===== config.mk =====
export PLATFORM = sky130hd
export DESIGN_NAME = seven_segment_scan_controller_top
export DESIGN_NICKNAME = d
export VERILOG_FILES = /design/src/design/segscan_pkg.sv /design/src/design/segscan_bcd.sv /design/src/design/segscan_store.sv /design/src/design/seven_segment_scan_controller_top.sv
export SDC_FILE = /design/constraint.sdc
export NUM_CORES = 1
export LEC_CHECK = 0
export ABC_AREA = 0
export BUFFER_PORTS_ARGS = -buffer_cell sky130_fd_sc_hd__buf_2
export CAP_MARGIN = 20
export CORE_ASPECT_RATIO = 1.25
export CORE_MARGIN = 2
export CORE_UTILIZATION = 55
export CTS_BUF_LIST = sky130_fd_sc_hd__clkbuf_16
export DETAILED_ROUTE_END_ITERATION = 10
export PLACE_DENSITY = 0.8
export SLEW_MARGIN = 30
export SYNTH_ARGS = -nofsm -noshare
export SYNTH_HDL_FRONTEND = slang
export SYNTH_SLANG_ARGS = --single-unit

===== constraint.sdc =====
create_clock -name clk -period 4 [get_ports clk]
set_input_delay 0.4 -clock clk [delete_from_list [all_inputs] [get_ports clk]]
set_output_delay 0.4 -clock clk [all_outputs]
set_load 0.02 [all_outputs]

===== src/design/segscan_pkg.sv =====
// ----------------------------------------------------------------------------
// segscan_pkg
// Shared types, command codes and display tables for the seven-segment
// scan controller.
// ----------------------------------------------------------------------------
package segscan_pkg;

  localparam int SlotCount = 12;
  localparam int FontSize  = 43;

  localparam logic [2:0] CMD_TICK   = 3'd0;
  localparam logic [2:0] CMD_NUMBER = 3'd1;
  localparam logic [2:0] CMD_CHAR   = 3'd2;
  localparam logic [2:0] CMD_POINT  = 3'd3;
  localparam logic [2:0] CMD_CLEAR  = 3'd4;

  localparam logic [7:0] BLANK_CODE = 8'd11;
  localparam logic [7:0] CHAR_BASE  = 8'h30;
  localparam logic [3:0] LAST_PHASE = 4'd11;

  typedef enum logic {
    ST_IDLE,
    ST_CONV
  } state_t;

  typedef struct packed {
    logic       tick;
    logic       set_char;
    logic       set_point;
    logic       clr_points;
    logic       set_num;
    logic [1:0] indicator;
    logic [3:0] slot;
    logic [7:0] code;
    logic [1:0] dig;
    logic       on;
  } store_ctrl_t;

  typedef struct packed {
    logic       done;
    logic [3:0] d3;
    logic [3:0] d2;
    logic [3:0] d1;
    logic [3:0] d0;
  } bcd_status_t;

  typedef struct packed {
    logic [15:0] spi_word;
    logic [3:0]  line_select;
    logic [3:0]  phase;
  } scan_t;

  function automatic logic [7:0] font_lookup(input logic [7:0] code);
    logic [7:0] seg;
    case (code)
      8'd0:    seg = 8'h3F;
      8'd1:    seg = 8'h0C;
      8'd2:    seg = 8'h6B;
      8'd3:    seg = 8'h6D;
      8'd4:    seg = 8'h5C;
      8'd5:    seg = 8'h75;
      8'd6:    seg = 8'h77;
      8'd7:    seg = 8'h2C;
      8'd8:    seg = 8'h7F;
      8'd9:    seg = 8'h7D;
      8'd17:   seg = 8'h7E;
      8'd18:   seg = 8'h57;
      8'd19:   seg = 8'h33;
      8'd20:   seg = 8'h4F;
      8'd21:   seg = 8'h73;
      8'd22:   seg = 8'h72;
      8'd23:   seg = 8'h37;
      8'd24:   seg = 8'h5E;
      8'd25:   seg = 8'h04;
      8'd26:   seg = 8'h0D;
      8'd28:   seg = 8'h13;
      8'd30:   seg = 8'h46;
      8'd31:   seg = 8'h47;
      8'd32:   seg = 8'h7A;
      8'd33:   seg = 8'h7C;
      8'd34:   seg = 8'h42;
      8'd36:   seg = 8'h53;
      8'd37:   seg = 8'h07;
      8'd41:   seg = 8'h5D;
      8'd42:   seg = 8'h43;
      default: seg = 8'h00;
    endcase
    return seg;
  endfunction

  function automatic logic [7:0] row_lookup(input logic [2:0] ph);
    logic [7:0] addr;
    case (ph)
      3'd0:    addr = 8'h80;
      3'd1:    addr = 8'h40;
      3'd2:    addr = 8'h08;
      3'd3:    addr = 8'h10;
      3'd4:    addr = 8'h20;
      3'd5:    addr = 8'h04;
      3'd6:    addr = 8'h02;
      default: addr = 8'h01;
    endcase
    return addr;
  endfunction

endpackage


===== src/design/segscan_bcd.sv =====
// ----------------------------------------------------------------------------
// segscan_bcd
// Bit-serial binary to BCD converter (shift and add-3), one input bit per
// cycle. Keeps the four low decimal digits, i.e. the value modulo 10000.
// ----------------------------------------------------------------------------
module segscan_bcd (
  input  logic                      clk,
  input  logic                      rst,
  input  logic                      start,
  input  logic [15:0]               number,
  output segscan_pkg::bcd_status_t  status
);
  import segscan_pkg::*;

  logic [15:0] sh;
  logic [15:0] bcd;
  logic [15:0] adj;
  logic [3:0]  cnt;
  logic        busy;
  logic        done;

  always_comb begin
    for (int i = 0; i < 4; i++) begin
      adj[4*i +: 4] = (bcd[4*i +: 4] >= 4'd5) ? bcd[4*i +: 4] + 4'd3 : bcd[4*i +: 4];
    end
  end

  always_ff @(posedge clk) begin
    if (start) begin
      sh  <= number;
      bcd <= '0;
    end else if (busy) begin
      bcd <= {adj[14:0], sh[15]};
      sh  <= {sh[14:0], 1'b0};
    end
  end

  always_ff @(posedge clk) begin
    if (rst) begin
      busy <= 1'b0;
      cnt  <= '0;
      done <= 1'b0;
    end else begin
      done <= busy && (cnt == 4'hF);
      if (start) begin
        busy <= 1'b1;
        cnt  <= '0;
      end else if (busy) begin
        cnt <= cnt + 4'd1;
        if (cnt == 4'hF) begin
          busy <= 1'b0;
        end
      end
    end
  end

  assign status.done = done;
  assign status.d3   = bcd[15:12];
  assign status.d2   = bcd[11:8];
  assign status.d1   = bcd[7:4];
  assign status.d0   = bcd[3:0];

endmodule


===== src/design/segscan_store.sv =====
// ----------------------------------------------------------------------------
// segscan_store
// Character codes, decimal points and scan phase, with number blanking and
// the scan word built for the next phase.
// ----------------------------------------------------------------------------
module segscan_store (
  input  logic                      clk,
  input  logic                      rst,
  input  segscan_pkg::store_ctrl_t  ctrl,
  input  segscan_pkg::bcd_status_t  digits,
  output segscan_pkg::scan_t        scan
);
  import segscan_pkg::*;

  logic [7:0]  codes [SlotCount];
  logic [11:0] points;
  logic [3:0]  phase;
  logic [3:0]  phase_next;
  logic [7:0]  seg;
  logic [7:0]  addr;
  logic [3:0]  lines;
  logic [3:0]  pt_bit;
  logic        pt_ok;
  logic [7:0]  c3, c2, c1, c0;
  logic        z3, z2, z1;

  assign c3 = {4'd0, digits.d3};
  assign c2 = {4'd0, digits.d2};
  assign c1 = {4'd0, digits.d1};
  assign c0 = {4'd0, digits.d0};
  assign z3 = (digits.d3 == 4'd0);
  assign z2 = (digits.d2 == 4'd0);
  assign z1 = (digits.d1 == 4'd0);

  always_comb begin
    pt_ok  = 1'b1;
    pt_bit = 4'd0;
    case (ctrl.indicator)
      2'd0: begin
        pt_ok  = (ctrl.dig < 2'd2);
        pt_bit = 4'd1 - {2'd0, ctrl.dig};
      end
      2'd1: begin
        pt_ok  = (ctrl.dig < 2'd3);
        pt_bit = 4'd4 - {2'd0, ctrl.dig};
      end
      2'd2: begin
        pt_ok  = (ctrl.dig < 2'd3);
        pt_bit = 4'd7 - {2'd0, ctrl.dig};
      end
      default: begin
        pt_ok  = 1'b1;
        pt_bit = 4'd11 - {2'd0, ctrl.dig};
      end
    endcase
  end

  always_ff @(posedge clk) begin
    if (rst) begin
      for (int i = 0; i < SlotCount; i++) begin
        codes[i] <= '0;
      end
    end else if (ctrl.set_char && (ctrl.slot <= LAST_PHASE)) begin
      codes[ctrl.slot] <= ctrl.code;
    end else if (ctrl.set_num) begin
      case (ctrl.indicator)
        2'd0: begin
          codes[0] <= c1;
          codes[1] <= c0;
        end
        2'd1: begin
          codes[2] <= z2 ? BLANK_CODE : c2;
          codes[3] <= (z2 && z1 && !points[3]) ? BLANK_CODE : c1;
          codes[4] <= c0;
        end
        2'd2: begin
          codes[5] <= z2 ? BLANK_CODE : c2;
          codes[6] <= (z2 && z1) ? BLANK_CODE : c1;
          codes[7] <= c0;
        end
        default: begin
          codes[8]  <= z3 ? BLANK_CODE : c3;
          codes[9]  <= (z3 && z2) ? BLANK_CODE : c2;
          codes[10] <= (z3 && z2 && z1 && !points[10]) ? BLANK_CODE : c1;
          codes[11] <= c0;
        end
      endcase
    end
  end

  always_ff @(posedge clk) begin
    if (rst) begin
      points <= '0;
      phase  <= '0;
    end else begin
      if (ctrl.clr_points) begin
        points <= '0;
      end else if (ctrl.set_point && pt_ok) begin
        points[pt_bit] <= ctrl.on;
      end
      if (ctrl.tick) begin
        phase <= phase_next;
      end
    end
  end

  assign phase_next = (phase >= LAST_PHASE) ? 4'd0 : phase + 4'd1;

  always_comb begin
    seg = font_lookup(codes[phase_next]);
    seg[7] = seg[7] | points[phase_next];
    if (phase_next[3]) begin
      addr  = 8'h00;
      lines = 4'b0001 << phase_next[1:0];
    end else begin
      addr  = row_lookup(phase_next[2:0]);
      lines = 4'b0000;
    end
  end

  assign scan.spi_word    = {~addr, seg};
  assign scan.line_select = lines;
  assign scan.phase       = phase_next;

endmodule


===== src/design/seven_segment_scan_controller_top.sv =====
// ----------------------------------------------------------------------------
// seven_segment_scan_controller_top
// Scan controller for a 12-digit multiplexed seven-segment display.
// ----------------------------------------------------------------------------
// Scan ticks, set character, set point and clear points act at the edge where
// they are accepted; a scan tick places one item in the output register, and
// the next item can be taken at the same edge where that item leaves. While a
// result is held by out_stall, the input stalls for every command. Set number
// is accepted, then the bit-serial binary to BCD converter shifts in one bit
// of the number per cycle and the digits are written back; input stalls
// meanwhile.
// ----------------------------------------------------------------------------
module seven_segment_scan_controller_top (
  input  logic        clk,
  input  logic        rst,
  input  logic        in_valid,
  output logic        in_stall,
  input  logic [2:0]  command,
  input  logic [1:0]  indicator,
  input  logic [15:0] number,
  input  logic [3:0]  slot,
  input  logic [7:0]  char_code,
  input  logic [1:0]  digit_from_right,
  input  logic        point_on,
  output logic        out_valid,
  input  logic        out_stall,
  output logic [15:0] spi_word,
  output logic [3:0]  line_select,
  output logic [3:0]  phase_shown
);
  import segscan_pkg::*;

  state_t      state;
  state_t      state_next;
  logic        accept;
  logic        bcd_start;
  logic [1:0]  num_ind;
  store_ctrl_t ctrl;
  bcd_status_t bcd_st;
  scan_t       scan;

  assign accept = in_valid && !in_stall;

  always_comb begin
    state_next = state;
    case (state)
      ST_IDLE: begin
        if (accept && (command == CMD_NUMBER)) begin
          state_next = ST_CONV;
        end
      end
      ST_CONV: begin
        if (bcd_st.done) begin
          state_next = ST_IDLE;
        end
      end
      default: state_next = ST_IDLE;
    endcase
  end

  always_comb begin
    in_stall  = (state != ST_IDLE) || (out_valid && out_stall);
    bcd_start = (state == ST_IDLE) && accept && (command == CMD_NUMBER);
  end

  always_ff @(posedge clk) begin
    if (rst) begin
      state <= ST_IDLE;
    end else begin
      state <= state_next;
    end
  end

  always_ff @(posedge clk) begin
    if (bcd_start) begin
      num_ind <= indicator;
    end
  end

  always_comb begin
    ctrl.tick       = accept && (command == CMD_TICK);
    ctrl.set_char   = accept && (command == CMD_CHAR);
    ctrl.set_point  = accept && (command == CMD_POINT);
    ctrl.clr_points = accept && (command == CMD_CLEAR);
    ctrl.set_num    = (state == ST_CONV) && bcd_st.done;
    ctrl.indicator  = (state == ST_CONV) ? num_ind : indicator;
    ctrl.slot       = slot;
    ctrl.code       = char_code - CHAR_BASE;
    ctrl.dig        = digit_from_right;
    ctrl.on         = point_on;
  end

  segscan_bcd u_bcd (
    .clk    (clk),
    .rst    (rst),
    .start  (bcd_start),
    .number (number),
    .status (bcd_st)
  );

  segscan_store u_store (
    .clk    (clk),
    .rst    (rst),
    .ctrl   (ctrl),
    .digits (bcd_st),
    .scan   (scan)
  );

  always_ff @(posedge clk) begin
    if (rst) begin
      out_valid <= 1'b0;
    end else if (ctrl.tick) begin
      out_valid <= 1'b1;
    end else if (!out_stall) begin
      out_valid <= 1'b0;
    end
  end

  always_ff @(posedge clk) begin
    if (ctrl.tick) begin
      spi_word    <= scan.spi_word;
      line_select <= scan.line_select;
      phase_shown <= scan.phase;
    end
  end

endmodule


==> impl_metrics.toml <==
[outcome]
outcome = "finished clean"

[critical_path]
crit_fanout = 21
cp_data_arrival_time_ns = 4.00
startpoint_type = "flop"
crit_type = "reg2reg"
worstSetupEndpointType = "flop"
critPathRequiredTime_ns = 4.31

[layout]
antennaDiodeCount = 0
stdcell_count = 1300
fin_nets = 1122
area_growth_pct = 10.8
drive_gt1_frac = 0.149
fill_cells = 1467

[clock_network]
post_cts.repair.setup_buffers = 0
cts_tree = "done"
root_buffer = "clkbuf_16"
clock_path_buffers = 2
cts_hold_buffers = 0
cts.htree.levels = 4
cts_made_buffers = 17
clk_pin_slew_ns = 0.07
insertion_delay_ns = 0.44
clkSinkCount = 198

[power]
power_density_nw_per_um2 = 445
p_leak_nw = 4.24
ir_drop_v = 0.000336

[grt]
grtUsageTotal = 0.264
grt_pass1_wl_um = 40500
antenna_found_initial = 0
grt_start_max_net_pins = 46
grt_pass1_vias = 7550
grt-ovfl-total = 0

[synthesis]
synth_area_um2 = 10300
yosys.area.top_type = "edfxtp_1"
synthFlopType = "edfxtp_1"
avgSynthCellArea_um2 = 10.3
ys_seq_area_frac = 0.538
synth_seq_cells = 198
synthArstFlopShare = 0
yosysTopAreaCellShare = 0.460
synth-edff-count = 158
synth_area_leaders = "edfxtp_1, dfxtp_1, nand2_1, nor2_1, ha_1"
synth_cell_type_count = 79
yosysWarnings = 0
syn_inst = 1004

[floorplanning]
num_rows = 56
core_area_um2 = 18600
die_h_um = 157
io_pins = 66
die_area_um2 = 19900
die_x_um = 126
start_util = 0.555

[sta]
worst_slew_pin_slew_ns = 0.920
slew_headroom = 0.383
slew_violations = 0
min_period_ns = 3.68
setup_tns_ns = 0
fmax_ghz = 0.272
setup_viol = 0
hold_viol_final = 0
worst_clock_skew_ns = 0.0111
post-route-period-util = 0.921
rsz0062_at_grt = "false"

[placed_design]
gp_congestion = 0.958
portBuffers = 65
placed_cells = 1268
place_hpwl_um = 18600

[routing]
avgViaCountPerCell = 6.02
wirelength_um = 25600
post_drt_wl_per_cell_um = 19.7
drt_iter0_markers = 846
drc = 0
first_pass_iters = 6
ant_nets = 0
vias = 7824

[worst_hold_path]
hold_path_class = "in2reg"

[flow_run]
maxCapViolCount = 0
## layout make-up
cell class | instances | area [um2] | share of cell area
tap | 232 | 290 | 0.0254
clock buffer | 17 | 425 | 0.0372
multi-input combinational | 730 | 4420 | 0.387
clock inverter | 15 | 199 | 0.0174
sequential | 198 | 5550 | 0.485
timing repair buffer | 78 | 427 | 0.0374
inverter | 30 | 113 | 0.00986
## cells by family (layout without fill, tap and decap cells)
family,count (synthesis),count (layout),synth area share
flops,198,198,0.538
other cells,1,20,0.000364
simple gates,392,392,0.177
fa+ha+maj,27,27,0.0328
mux,50,50,0.0516
buf+inv,95,140,0.0427
compound gates,229,229,0.148
xor+xnor,12,12,0.0102
## sequential cells by signal, summed over array words and instances (netlist names), 2 cells and up
register,count
u_bcd.cnt,4
line_select,4
u_bcd.bcd,16
num_ind,2
spi_word,16
u_bcd.sh,16
u_store.codes,116
u_store.points,12
phase_shown,4
u_store.phase,4
## repair_timing
action,4_1_cts,5_1_grt
resized for setup,0,3
setup endpoints to repair,0,3
endpoints found under the hold margin,0,0
## critical path: stages (launching register included)
cell,delay (ns)
dfxtp_1,0.40
ha_4,0.25
o21ai_2,0.13
buf_4,0.28
nand2_1,0.21
a222oi_1,0.40
a22oi_1,0.15
nand3_1,0.30
inv_1,0.18
ha_1,0.39
a31oi_1,0.30
o21ai_0,0.12
a311oi_1,0.30
o21a_1,0.14
## cell usage in the layout (no fill, tap or decap), types with 8 or more instances in the layout
cell type / count
edfxtp_1: 158
nand2_1: 134
nor2_1: 116
a21oi_1: 66
buf_2: 65
o21ai_0: 57
dfxtp_1: 40
nand3_1: 33
inv_1: 29
ha_1: 26
mux2i_1: 25
mux2_2: 25
nor3_1: 22
conb_1: 20
a22o_1: 19
clkbuf_16: 17
and3_1: 15
nand2b_1: 13
and2_1: 12
buf_4: 12
nor2b_1: 10
o22ai_1: 10
a211oi_1: 8
## final timing paths
| check | start | endpoint | slack, ns | cells past startpoint |
|---|---|---|---|---|
| hold reg to reg | u_store.points[11] | u_store.points[11] | 0.46 | 2 |
| setup / recovery | u_store.phase[1] | spi_word[6] | 0.32 | 13 |
| hold / removal | indicator[1] | num_ind[1] | 0.15 | 1 |
| setup reg to reg | u_store.phase[1] | spi_word[6] | 0.32 | 13 |
## metrics by stage
stage	util	power [mW]	setup WS, ns	hold WS, ns	cell area (um2)
floorplan	-	3.07	0.700	0.433	10400
global placement	0.580	3.30	0.242	0.445	10800
detailed placement	0.580	3.31	0.250	0.447	10800
CTS	0.614	5.09	0.200	0.131	11400
global route	0.615	5.30	0.0366	0.141	11400
finish	0.615	5.09	0.318	0.147	11400
## power by group
group	switching, mW	leakage (nW)	internal (mW)
sequential	0.157	1.87	2.37
combinational	0.477	2.08	0.285
clock	0.799	0.298	1.00
total	1.43	4.24	3.66
## metal layers
metal	vias up	wire (um)	share of wire	global-route usage
met2	307	13100	0.51	0.460
met1	3737	9840	0.38	0.315
met5	-	0	0	0
met3	71	1460	0.057	0.0459
met4	0	1190	0.046	0.134
li1	3709	-	-	-
## Yosys cell counts (all sizes together) (3+ instances only)
master	number
nand2	134
nor2	120
a221oi	7
or3	5
o22ai	10
nand3b	4
xnor2	6
a211o	3
nand3	35
mux2i	25
xor2	6
o31ai	6
nor2b	10
nor3	22
edfxtp	158
a22o	19
or2	3
nand2b	14
a211oi	8
nand4	4
o21ai	63
o211ai	6
a21oi	68
a2111oi	3
ha	27
a22oi	5
mux2	25
and2	12
buf	30
and3	15
a31oi	4
nor3b	6
dfxtp	40
inv	30
clkbuf	35
Note: power is estimated with default switching activity, not from simulation.
